===== config.mk =====
export PLATFORM = sky130hd
export DESIGN_NAME = fru_field_text_codec
export DESIGN_NICKNAME = d
export VERILOG_FILES = /design/src/rtl/ftc_pkg.sv /design/src/rtl/ftc_step.sv /design/src/rtl/fru_field_text_codec.sv
export SDC_FILE = /design/constraint.sdc
export NUM_CORES = 1
export LEC_CHECK = 0
export ABC_AREA = 1
export BUFFER_PORTS_ARGS = -buffer_cell sky130_fd_sc_hd__buf_2
export CORE_ASPECT_RATIO = 1.75
export CORE_MARGIN = 2
export CORE_UTILIZATION = 40
export CTS_BUF_LIST = sky130_fd_sc_hd__clkbuf_4
export DETAILED_ROUTE_END_ITERATION = 6
export PLACE_DENSITY_LB_ADDON = 0.25
export SETUP_SLACK_MARGIN = 0.1
export SYNTH_ARGS = -nofsm -noshare
export SYNTH_HDL_FRONTEND = slang
export SYNTH_SLANG_ARGS = --single-unit

===== constraint.sdc =====
create_clock -name clk -period 5.49 [get_ports clk]
set_input_delay 0.549 -clock clk [delete_from_list [all_inputs] [get_ports clk]]
set_output_delay 0.549 -clock clk [all_outputs]
set_load 0.02 [all_outputs]

===== src/rtl/ftc_pkg.sv =====
// Shared types, codes and character mapping helpers for the FRU field text codec.
`timescale 1ns / 1ps
`default_nettype none
package ftc_pkg;

  // Configuration register indexes
  localparam logic [1:0] CFG_DIRECTION  = 2'd0;
  localparam logic [1:0] CFG_FIELD_TYPE = 2'd1;

  // Direction codes
  localparam logic DIR_ENCODE = 1'b0;
  localparam logic DIR_DECODE = 1'b1;

  // Field type codes (the spare code behaves as raw copy)
  localparam logic [1:0] FT_RAW = 2'd0;
  localparam logic [1:0] FT_BCD = 2'd1;
  localparam logic [1:0] FT_SIX = 2'd2;

  // BCD plus special nibbles
  localparam logic [3:0] BCD_SPACE = 4'hA;
  localparam logic [3:0] BCD_DASH  = 4'hB;
  localparam logic [3:0] BCD_DOT   = 4'hC;

  // Character codes
  localparam logic [7:0] CH_NUL   = 8'h00;
  localparam logic [7:0] CH_SPACE = 8'h20;
  localparam logic [7:0] CH_DASH  = 8'h2D;
  localparam logic [7:0] CH_DOT   = 8'h2E;
  localparam logic [7:0] CH_ZERO  = 8'h30;

  // Packing position and partial bits carried between requests
  typedef struct packed {
    logic [1:0] phase;
    logic [5:0] held;
  } codec_state_t;

  // One result item
  typedef struct packed {
    logic [7:0] data;
    logic       last;
  } result_t;

  // What one request produces
  typedef struct packed {
    logic [1:0]   count;
    logic [7:0]   res0;
    logic [7:0]   res1;
    codec_state_t state_nxt;
  } step_out_t;

  // Character to BCD plus nibble
  function automatic logic [3:0] bcd_code(input logic [7:0] ch);
    logic [7:0] diff;
    begin
      diff = ch - CH_ZERO;
      if (ch == CH_NUL || ch == CH_SPACE) bcd_code = BCD_SPACE;
      else if (ch == CH_DASH)             bcd_code = BCD_DASH;
      else if (ch == CH_DOT)              bcd_code = BCD_DOT;
      else                                bcd_code = diff[3:0];
    end
  endfunction

  // BCD plus nibble to character
  function automatic logic [7:0] bcd_char(input logic [3:0] n);
    begin
      if (n == BCD_SPACE)     bcd_char = CH_SPACE;
      else if (n == BCD_DASH) bcd_char = CH_DASH;
      else if (n == BCD_DOT)  bcd_char = CH_DOT;
      else                    bcd_char = CH_ZERO + {4'h0, n};
    end
  endfunction

endpackage
`default_nettype wire


===== src/rtl/ftc_step.sv =====
// Combinational codec step: one request against the packing state gives up to two results.
`timescale 1ns / 1ps
`default_nettype none
module ftc_step (
  input  wire logic                  direction,
  input  wire logic [1:0]            field_type,
  input  wire ftc_pkg::codec_state_t state,
  input  wire logic [7:0]            in_data,
  input  wire logic                  in_flag_last,
  output ftc_pkg::step_out_t         step
);

  logic [3:0] nib;
  logic [5:0] six;
  logic [7:0] six_wide;

  // 6-bit code of a character, offset from space
  assign six_wide = in_data - ftc_pkg::CH_SPACE;
  assign six      = six_wide[5:0];
  assign nib      = ftc_pkg::bcd_code(in_data);

  always_comb begin
    step           = '0;
    step.state_nxt = state;
    case (field_type)
      ftc_pkg::FT_BCD: begin
        if (direction == ftc_pkg::DIR_ENCODE) begin
          if (state.phase == 2'd0) begin
            step.state_nxt.held  = {2'b00, nib};
            step.state_nxt.phase = 2'd1;
            // Odd length: pad with a space
            if (in_flag_last) begin
              step.count = 2'd1;
              step.res0  = {nib, ftc_pkg::BCD_SPACE};
            end
          end else begin
            step.count           = 2'd1;
            step.res0            = {state.held[3:0], nib};
            step.state_nxt.phase = 2'd0;
          end
        end else begin
          step.count = 2'd2;
          step.res0  = ftc_pkg::bcd_char(in_data[7:4]);
          step.res1  = ftc_pkg::bcd_char(in_data[3:0]);
        end
      end
      ftc_pkg::FT_SIX: begin
        if (direction == ftc_pkg::DIR_ENCODE) begin
          case (state.phase)
            2'd0: begin
              step.state_nxt.held  = six;
              step.state_nxt.phase = 2'd1;
              if (in_flag_last) begin
                step.count = 2'd1;
                step.res0  = {2'b00, six};
              end
            end
            2'd1: begin
              step.res0            = {six[1:0], state.held};
              step.state_nxt.held  = {2'b00, six[5:2]};
              step.state_nxt.phase = 2'd2;
              step.count           = in_flag_last ? 2'd2 : 2'd1;
              step.res1            = {4'h0, six[5:2]};
            end
            2'd2: begin
              step.res0            = {six[3:0], state.held[3:0]};
              step.state_nxt.held  = {4'h0, six[5:4]};
              step.state_nxt.phase = 2'd3;
              step.count           = in_flag_last ? 2'd2 : 2'd1;
              step.res1            = {6'h00, six[5:4]};
            end
            default: begin
              step.res0            = {six, state.held[1:0]};
              step.state_nxt.held  = '0;
              step.state_nxt.phase = 2'd0;
              step.count           = 2'd1;
            end
          endcase
        end else begin
          case (state.phase)
            2'd0: begin
              step.count           = 2'd1;
              step.res0            = {2'b00, in_data[5:0]} + ftc_pkg::CH_SPACE;
              step.state_nxt.held  = {4'h0, in_data[7:6]};
              step.state_nxt.phase = 2'd1;
            end
            2'd1: begin
              step.count           = 2'd1;
              step.res0 = {2'b00, in_data[3:0], state.held[1:0]} + ftc_pkg::CH_SPACE;
              step.state_nxt.held  = {2'b00, in_data[7:4]};
              step.state_nxt.phase = 2'd2;
            end
            default: begin
              step.count           = 2'd2;
              step.res0 = {2'b00, in_data[1:0], state.held[3:0]} + ftc_pkg::CH_SPACE;
              step.res1            = {2'b00, in_data[7:2]} + ftc_pkg::CH_SPACE;
              step.state_nxt.held  = '0;
              step.state_nxt.phase = 2'd0;
            end
          endcase
        end
      end
      default: begin
        step.count = 2'd1;
        step.res0  = in_data;
      end
    endcase
    // End of field: drop any partial group
    if (in_flag_last) begin
      step.state_nxt = '0;
    end
  end

endmodule
`default_nettype wire


===== src/rtl/fru_field_text_codec.sv =====
// Top level of the FRU field text codec: input register, codec step and result queue.
// A request goes into the input register, then through the step into the result queue.
// Throughput: one request per cycle while each gives at most one result and out_ready
// is high; two-result requests are limited by the single result port draining the queue.
// Reset (synchronous, rst_n low) clears configuration, packing state and the result queue.
`timescale 1ns / 1ps
`default_nettype none
module fru_field_text_codec (
  input  wire logic       clk,
  input  wire logic       rst_n,
  input  wire logic       cfg_we,
  input  wire logic [1:0] cfg_index,
  input  wire logic [1:0] cfg_data,
  input  wire logic       in_valid,
  output      logic       in_ready,
  input  wire logic [7:0] in_byte,
  input  wire logic       in_last,
  output      logic       out_valid,
  input  wire logic       out_ready,
  output      logic [7:0] out_byte,
  output      logic       out_last
);

  logic                  direction_r;
  logic [1:0]            field_type_r;
  ftc_pkg::codec_state_t state_r;

  logic                  s1_valid_r;
  logic [7:0]            s1_byte_r;
  logic                  s1_last_r;

  ftc_pkg::result_t      queue_r [4];
  logic [1:0]            wr_ptr_r;
  logic [1:0]            rd_ptr_r;
  logic [2:0]            count_r;

  ftc_pkg::step_out_t    step;
  logic                  pop;
  logic [2:0]            after_pop;
  logic                  room;
  logic                  advance;
  logic                  cfg_hit;

  // Codec step on the registered request
  ftc_step u_step (
    .direction    (direction_r),
    .field_type   (field_type_r),
    .state        (state_r),
    .in_data      (s1_byte_r),
    .in_flag_last (s1_last_r),
    .step         (step)
  );

  // Queue handshake: advance only with room for two results
  assign pop       = out_valid & out_ready;
  assign after_pop = count_r - {2'b00, pop};
  assign room      = (after_pop <= 3'd2);
  assign advance   = s1_valid_r & room;
  assign in_ready  = ~s1_valid_r | room;
  assign cfg_hit   = cfg_we &
                     (cfg_index == ftc_pkg::CFG_DIRECTION ||
                      cfg_index == ftc_pkg::CFG_FIELD_TYPE);

  assign out_valid = (count_r != 3'd0);
  assign out_byte  = queue_r[rd_ptr_r].data;
  assign out_last  = queue_r[rd_ptr_r].last;

  // Configuration and packing state
  always_ff @(posedge clk) begin
    if (!rst_n) begin
      direction_r  <= ftc_pkg::DIR_ENCODE;
      field_type_r <= ftc_pkg::FT_RAW;
      state_r      <= '0;
    end else if (cfg_hit) begin
      if (cfg_index == ftc_pkg::CFG_DIRECTION) direction_r <= cfg_data[0];
      else                                     field_type_r <= cfg_data;
      state_r <= '0;
    end else if (advance) begin
      state_r <= step.state_nxt;
    end
  end

  // Input register
  always_ff @(posedge clk) begin
    if (!rst_n) begin
      s1_valid_r <= 1'b0;
    end else if (in_ready) begin
      s1_valid_r <= in_valid;
    end
  end

  always_ff @(posedge clk) begin
    if (in_valid && in_ready) begin
      s1_byte_r <= in_byte;
      s1_last_r <= in_last;
    end
  end

  // Result queue pointers and fill count
  always_ff @(posedge clk) begin
    if (!rst_n) begin
      wr_ptr_r <= '0;
      rd_ptr_r <= '0;
      count_r  <= '0;
    end else begin
      if (advance) begin
        wr_ptr_r <= wr_ptr_r + step.count;
        count_r  <= after_pop + {1'b0, step.count};
      end else begin
        count_r  <= after_pop;
      end
      if (pop) begin
        rd_ptr_r <= rd_ptr_r + 2'd1;
      end
    end
  end

  // Result queue storage; the final result of a last request carries the flag
  always_ff @(posedge clk) begin
    if (advance && step.count != 2'd0) begin
      queue_r[wr_ptr_r].data <= step.res0;
      queue_r[wr_ptr_r].last <= s1_last_r & (step.count == 2'd1);
      if (step.count == 2'd2) begin
        queue_r[wr_ptr_r + 2'd1].data <= step.res1;
        queue_r[wr_ptr_r + 2'd1].last <= s1_last_r;
      end
    end
  end

endmodule
`default_nettype wire

Word level (Yosys, flattened, before mapping):

Memory sizes are Yosys's and may differ from the RTL's. A register that Yosys moved wholly into a read port is not among the register bits.
Index checks and enable logic that the tools add are counted.

* register bits: 28
* RAM bits: 36
* input bits: 18
* output and inout bits: 11
* logic and storage cells: 103
* memories kept: 1

Memory list
* queue_r: words 4, width 9, read ports 1, clocked after Yosys merged registers in 1, wr ports 2, RTL line fru_field_text_codec.sv:32 `ftc_pkg::result_t queue_r [4];`

* add/sub/neg operators: 13
* $lt $le $gt $ge: 1
* equality and inequality tests: 18
* multiplexer cells: 36
* bitwise gates (word level): 8
* reductions and logical operators: 16

Operators with widths (number)
* $mux W8: 10
* $pmux W10 S2: 2
* $pmux W16 S2: 1
* $pmux W10 S3: 1
* $add A6 B6 Y7 const B: 4
* $mux W26: 1
* $eq A4 B4 Y1 const B: 6
* $eq A8 B6 Y1 const B: 3
* $pmux W8 S3: 1
* $mux W10: 2
* $mux W9: 2
* $pmux W8 S2: 1
* $add A6 B4 Y7 const A: 2
* $mux W4: 3
* $eq A2 B1 Y1 const B: 4
* $logic_not A8 Y1: 1
* $pmux W4 S2: 1
* $eq A2 B2 Y1 const B: 3
* $mux W1: 6
* $mux W2: 3
* $mux W6: 1
* $reduce_bool A3 Y1: 2
* $sub A6 B6 Y6 const B: 1
* $add A2 B1 Y2 const B: 2
* other kinds (19): 29

Longest topological paths before layout:

Gate-level depths: netlist of run 1.

* depth after elaboration: 12
* mapped depth: 15
* mapped depth without buffers: 15

Modules after synthesis:

A second synthesis of run 1 with hierarchy kept.

* cell total of the unflattened synthesis: 639
* area total of the unflattened synthesis: 4793.3 um^2

Modules (own cells, without submodules)
* fru_field_text_codec: instances 1, cells each 358, area each 3309.4 um^2, sequential area each 1771.7 um^2
* ftc_step: instances 1, cells each 281, area each 1483.9 um^2, sequential area each 0.0 um^2

Worst setup path before layout of run 1:

Ideal clock, no wire load.

* path type: register to register
* from: reg count_r[2]
* to: mem queue_r[1][0] (netlist bit), enable pin
* library setup time: 0.329 ns
* arrival time: 2.261 ns
* required time: 5.161 ns
* slack: 2.900 ns
* stages on the path, launching flop included: 15
* path buffers: 1
* period minus slack after synthesis: 2.590 ns
* cells stage by stage: dfxtp_1 > nor2_1 > nand2_1 > nand2_1 > inv_1 > ha_1 > ha_1 > xnor2_1 > o21ai_2 > nor2_8 > inv_2 > nor2_4 > buf_6 > nand3_2 > nand2_1

RTL lines
* from (decl): RTL line fru_field_text_codec.sv:35 `logic [2:0] count_r;`
* from (signal assigned): RTL line fru_field_text_codec.sv:108 `count_r <= after_pop + {1'b0, step.count};`
* from (signal assigned): RTL line fru_field_text_codec.sv:110 `count_r <= after_pop;`
* to (decl): RTL line fru_field_text_codec.sv:32

==> out/metrics.csv, run 1 <==
stage,metric,value,unit
run_status,outcome,"finished, final reports clean",
critical_path,crit_fanout,22,
critical_path,cp.depth,11,
routing,firstDrtPassIters,7,
yosys,synth_top_area_share,28.5,%
timing,max_freq,0.321,GHz
grt,use_met3,6.36,%
final_layout,layoutNonFillerInstCount,744,
grt,grt_max_degree,25,
yosys,synthTopCellsByArea,"edfxtp_1 (28%), nand2_1 (12%), dfxtp_1 (12%), o21ai_0 (7.8%), nor2_1 (5.1%)",
timing,hold_viol_final,0,
yosys,synth_edf_count,41,
grt,grt_pass1_vias,4345,
power,power.density,368,nW/um^2
cts,post-cts-setup-buffers,0,
critical_path,slowest_delay,0.56,ns
timing,finalCritPeriodShare,56.8,%
die,num_io_pins,29,
routing,drc_errors,0,
yosys,synth.distinct_cells,39,
placement,placed_cells,727,
hold_path,hold_depth,1,
critical_path,reg2regPathDepth,11,
yosys,ys_ff_latch,66,
placement,post-place-ws,2.35,ns
cts,root_buffer,clkbuf_4,
yosys,yosys.area.top_type,edfxtp_1,
cts,clkLatencyLatePin,0.46,ns
cts,cts_tree,built,
routing,wirelength,15700,um
yosys,ys.flop_type,edfxtp_1,
power,ir_drop,166,uV
placement,place_congestion,0.962,
yosys,synth-async-reset-ratio,0,%
grt,grt.overflow.total,0,
critical_path,crit_path_start_kind,register,
final_layout,drive_above_1_share,13.7,%
cts,cts.sinks,66,
yosys,seq_area_frac_synth,40.0,%
die,die_x,82.6,um
timing,period_needed,3.12,ns
power,pwr-share-clk,22.5,%
timing,fin_ws,2.37,ns
timing,final.setup_skew,0.0187,ns
routing,drt_iter0_drc,270,
timing,setup_viol,0,
timing,rsz0062_at_grt,no,
power,combPwrFrac,39.0,%
critical_path,crit_top_cell,inv_2,
cts,clockBufferDepth,2,
final_layout,final_net_count,637,
grt,use_met2,50.8,%
die,rows,50,
critical_path,cp_top_family,simple AND/OR/NAND/NOR gates,
placement,hpwl,12300,um
cts,htree_levels,3,
die,die_h,142,um
routing,vias_per_cell,5.88,
cts,cts_buffers,9,
routing,post_drt_wl_per_cell,21.1,um
critical_path,worstPathRequired,5.62,ns
grt,grt_pass1_wl,23900,um
critical_path,critical_path_class,register to register,
cts,clk_pin_slew,0.13,ns
critical_path,slowest_stage,ha_1,
placement,io_buffers,28,
grt,gr-max-usage-layer,met2,
die,start_util,40.7,%
timing,relSlewSlack,38.5,%
power,seq_power_share,38.4,%
power,swShare,43.5,%
yosys,avgSynthCellArea,7.33,um^2
grt,met1_usage,26.4,%
die,dieArea,11700,um^2
yosys,synth_area,4320,um^2
hold_path,hold_class,input pin to register,
grt,antenna_found_initial,1,
power,p_leak,1.95,nW
critical_path,worst-path-buf-inv,4,
yosys,syn_inst,590,
critical_path,end_kind,register,
cts,cts_hold_buf,0,
cts,ctsResizeCount,0,
routing,antenna_left,0,
power,p_sw,0.000752,W
critical_path,crit_arrival,3.25,ns
yosys,ys_warn_count,0,
final_layout,area_growth,8.56,%
yosys,synth_nets,619,
timing,setup_tns,0,ns
timing,worst_pin_slew,0.918,ns
grt,grt_use_total,28.6,%
power,intPower,0.000975,W
die,coreArea,10600,um^2
job,maxCapViolations,0,
critical_path,worstPathCellList,inv_1 -> ha_1 -> inv_2 -> nand2_1 -> inv_2 -> nand2_2 -> nand3_2 -> inv_2 -> nor2_4 -> nand3_1 -> nand2_1,
timing,slew_viol_final,0,
routing,via_count,4374,
==> registers in the layout, summed over array words and instances, names as in the netlist, 2 cells and up, named ones only <==
signal	cells
queue_r	36
s1_byte_r	8
state_r	8
count_r	3
field_type_r	2
rd_ptr_r	2
wr_ptr_r	2
==> synthesized netlist by cell type, types with 10 or more instances <==
| cell type | n |
|---|---|
| ha_1 | 10 |
| o21ai_0 | 67 |
| dfxtp_1 | 25 |
| a21oi_1 | 37 |
| nand2_1 | 138 |
| nor2_1 | 59 |
| nand3_1 | 35 |
| inv_2 | 14 |
| inv_1 | 50 |
| edfxtp_1 | 41 |
| nand4_1 | 21 |
| o22ai_1 | 15 |
| clkbuf_1 | 11 |
==> layout by cell type, fill, tap and decap left out, types with 14 or more instances in the layout <==
master      n
a21oi_1    37
buf_2      28
dfxtp_1    25
edfxtp_1   41
inv_1      50
inv_2      14
nand2_1   138
nand3_1    35
nand4_1    21
nor2_1     59
o21ai_0    67
o22ai_1    15
==> cell families after synthesis <==
group | count (synthesis) | synth area share, %
DFF | 66 | 40.0
adders and majority gates | 11 | 3.36
AOI/OAI and AO/OA | 145 | 18.5
buffers and inverters | 87 | 8.25
and+or+nand+nor | 280 | 29.6
xor gates and xnor gates | 1 | 0.203
==> path summary, 6_finish.rpt <==
| kind | start | to | slack (ns) |
|---|---|---|---|
| max | field_type_r[0] | queue_r[3][3] | 2.37 |
| min | in_byte[3] | s1_byte_r[3] | 0.27 |
| max reg2reg | field_type_r[0] | queue_r[3][3] | 2.37 |
| min reg2reg | rd_ptr_r[1] | rd_ptr_r[1] | 0.48 |
==> power by group through the flow <==
stage	Combinational, W	Sequential, W	Clock (W)
6_report	0.000674	0.000664	0.000389
2_1_floorplan	0.000489	0.000633	0
3_3_place_gp	0.000664	0.000673	0
5_1_grt	0.000745	0.000671	0.000415
4_1_cts	0.000667	0.000663	0.000392
3_5_place_dp	0.000663	0.000675	0
==> layout make-up <==
class                           instances  area [um^2]
Clock buffer                            9         67.6
Multi-Input combinational cell        437         2240
Clock inverter                          7          100
Sequential cell                        66         1730
Antenna cell                            1         2.50
Tap cell                              130          163
Fill cell                            1145         5940
Inverter                               65          246
Timing Repair Buffer                   29          148
==> layer usage <==
metal,routed length (um),vias up,part of all wire [%]
met5,0,-,0
met4,1470,0,9.3
met1,5010,2004,32
met3,832,97,5.3
li1,-,2058,-
met2,8410,215,53
==> metrics by stage <==
step                power [W]  instance area [um^2]  utilization, %  hold WS (ns)
floorplan             0.00112                  4320               -         0.436
global placement      0.00134                  4520            42.5         0.454
detailed placement    0.00134                  4520            42.5         0.465
CTS                   0.00172                  4690            44.1         0.271
global route          0.00183                  4690            44.1         0.248
finish                0.00173                  4690            44.1         0.270
No activity file was read; power rests on OpenSTA's default activity.
==> run 2: changes to the inputs <==
Clock period 5.49 ns to 3.25 ns, I/O delays scaled along.
==> run 2 against run 1 <==
Final cell count rose by 1.5%. First-iteration DRC count decreased by 8.9%. Clock power increased by 25%. Core utilization grew 0.22 points. Sequential power grew 66%. Sequential share of layout area down 0.19 points. Sequential cell count stayed put.
==> out/metrics.csv, run 2 (same netlist as run 1, synthesis figures left out) <==
stage,metric,value,unit,change
power,p_sw,0.00125,W,+66%
critical_path,reg2regPathDepth,13,,+2
grt,grt_pass1_vias,4267,,-1.8%
cts,root_buffer,clkbuf_4,,
die,rows,50,,unchanged
critical_path,worstPathRequired,3.36,ns,-2.26 ns
routing,drt_iter0_drc,246,,-8.9%
critical_path,slowest_stage,dfxtp_1,,
timing,hold_viol_final,0,,unchanged
placement,post-place-ws,0.478,ns,-1.87 ns
cts,cts_tree,built,,
grt,antenna_found_initial,1,,unchanged
power,intPower,0.00150,W,+54%
critical_path,worst-path-buf-inv,2,,-2
timing,period_needed,2.79,ns,-0.324 ns
grt,grt.overflow.total,0,,unchanged
critical_path,rrSetupSlack,0.46,ns,-1.92 ns
final_layout,area_growth,9.11,%,
power,swShare,45.4,%,+1.8 points
cts,cts_buffers,9,,unchanged
critical_path,crit_top_cell,nand2_1,,
cts,post-cts-setup-buffers,0,,unchanged
cts,cts_hold_buf,0,,unchanged
power,pwr-share-clk,17.7,%,-4.8 points
power,combPwrFrac,42.2,%,+3.2 points
placement,hpwl,12000,um,-2.0%
routing,antenna_left,0,,unchanged
routing,via_count,4368,,-0.14%
power,ir_drop,329,uV,+98%
critical_path,crit_path_start_kind,register,,
final_layout,ff_latch_area,1730,um^2,unchanged
final_layout,fillCellCount,1117,,-2.4%
routing,vias_per_cell,5.79,,-1.6%
final_layout,final_common_cell,nand2_1,,
final_layout,largest_reg_flops,36,,unchanged
power,seq_power_share,40.1,%,+1.7 points
timing,final.setup_skew,0.0219,ns,+0.00323 ns
die,num_io_pins,29,,unchanged
hold_path,hold_class,input pin to register,,
critical_path,crit_end,queue_r[3][6],,
grt,grt_use_total,26.8,%,-1.8 points
critical_path,cp_top_family,simple AND/OR/NAND/NOR gates,,
run_status,outcome,"finished, final reports clean",,
critical_path,crit_fanout,12,,-45%
critical_path,cp.depth,13,,+2
die,coreArea,10600,um^2,unchanged
routing,post_drt_wl_per_cell,19.8,um,-6.3%
critical_path,critical_path_class,register to register,,
timing,setup_viol,0,,unchanged
timing,rsz0062_at_grt,no,,
cts,clockBufferDepth,2,,unchanged
cts,clk_pin_slew,0.13,ns,about the same
routing,firstDrtPassIters,5,,-2
cts,clkLatencyLatePin,0.44,ns,-0.02 ns
grt,grt_pass1_wl,22400,um,-6.0%
final_layout,final_net_count,648,,+1.7%
critical_path,critPathLaunch,count_r[2],,
placement,place_congestion,0.989,,+2.8%
critical_path,worstPathCellList,nor2_1 -> nand2_1 -> nand2_1 -> inv_1 -> ha_1 -> ha_1 -> xnor2_1 -> o21ai_2 -> nor2_8 -> inv_2 -> nor2_4 -> nand3_1 -> nand2_1,,
critical_path,r2r_start,count_r[2],,
timing,finalCritPeriodShare,86.0,%,+29 points
timing,setup_tns,0,ns,unchanged
cts,htree_levels,3,,unchanged
final_layout,drive_above_1_share,15.1,%,+1.4 points
critical_path,end_kind,register,,
final_layout,multi_input_comb_area,2240,um^2,unchanged
final_layout,top_register,queue_r,,
placement,io_buffers,28,,unchanged
critical_path,crit_arrival,2.90,ns,-0.35 ns
cts,ctsResizeCount,0,,unchanged
die,die_h,142,um,unchanged
die,start_util,40.7,%,unchanged
timing,max_freq,0.358,GHz,+12%
critical_path,timing.rr.end,queue_r[3][6],,
cts,cts.sinks,66,,unchanged
die,dieArea,11700,um^2,unchanged
final_layout,top_regs,"queue_r (36), s1_byte_r (8), state_r (8)",,
grt,grt_max_degree,25,,unchanged
routing,drc_errors,0,,unchanged
power,p_leak,1.98,nW,+1.7%
timing,relSlewSlack,39.0,%,+0.47 points
final_layout,final_cell_mix,"nand2_1 (138), o21ai_0 (67), nor2_1 (59)",,
critical_path,slowest_delay,0.34,ns,-0.22 ns
routing,wirelength,14900,um,-4.9%
power,power.density,583,nW/um^2,+58%
timing,slew_viol_final,0,,unchanged
timing,fin_ws,0.457,ns,-1.92 ns
job,maxCapViolations,0,,unchanged
timing,worst_pin_slew,0.911,ns,-0.00707 ns
die,die_x,82.6,um,unchanged
-- run 2: cell count changes in the layout (fill, tap and decap cells not counted), sizes merged --
| cell | before | now |
|---|---|---|
| buf | 29 | 40 |
| bufinv | 2 | 0 |
| inv | 67 | 69 |
-- run 2: worst min-delay path by stage --
stage,startpoint,endpoint,cells past startpoint
after floorplan,in_byte[0],s1_byte_r[0],0
after global placement,rd_ptr_r[0],rd_ptr_r[0],1
after detailed placement,rd_ptr_r[1],rd_ptr_r[1],2
after CTS,in_byte[3],s1_byte_r[3],1
after global routing,in_byte[4],s1_byte_r[4],1
final,in_byte[3],s1_byte_r[3],1
-- run 2: through the flow --
| stage | total power, W | util, % | hold slack (ns) | instance area (um^2) | instances |
|---|---|---|---|---|---|
| floorplan | 0.00189 | - | 0.424 | 4320 | 590 |
| global placement | 0.00227 | 43.3 | 0.456 | 4610 | 738 |
| detailed placement | 0.00228 | 43.3 | 0.462 | 4610 | 738 |
| CTS | 0.00276 | 44.3 | 0.0158 | 4720 | 754 |
| global route | 0.00293 | 44.4 | 0.0187 | 4720 | 755 |
| finish | 0.00275 | 44.4 | 0.0429 | 4720 | 755 |
-- run 2: area by class of cell --
cell class	count	area share, %
Clock buffer	9	1.43
Sequential cell	66	36.7
Tap cell	130	3.45
Timing Repair Buffer	40	4.88
Clock inverter	7	0.875
Multi-Input combinational cell	437	47.4
Inverter	65	5.22
Antenna cell	1	0.0530
-- run 2: power groups by stage --
| stage | clock (W) | sequential (W) | combinational, W |
|---|---|---|---|
| 2_1_floorplan | 0 | 0.00107 | 0.000825 |
| 3_3_place_gp | 0 | 0.00112 | 0.00115 |
| 3_5_place_dp | 0 | 0.00112 | 0.00115 |
| 4_1_cts | 0.000496 | 0.00110 | 0.00116 |
| 5_1_grt | 0.000536 | 0.00112 | 0.00128 |
| 6_report | 0.000486 | 0.00110 | 0.00116 |
-- run 2: metal layers --
metal  part of all wire [%]  global-route usage, %  up-vias
met2                     54                   48.4      225
met5                      0                      0        -
met1                     31                   24.6     1966
met4                    9.1                   22.3        0
li1                       -                      -     2092
met3                    5.7                   4.58       85
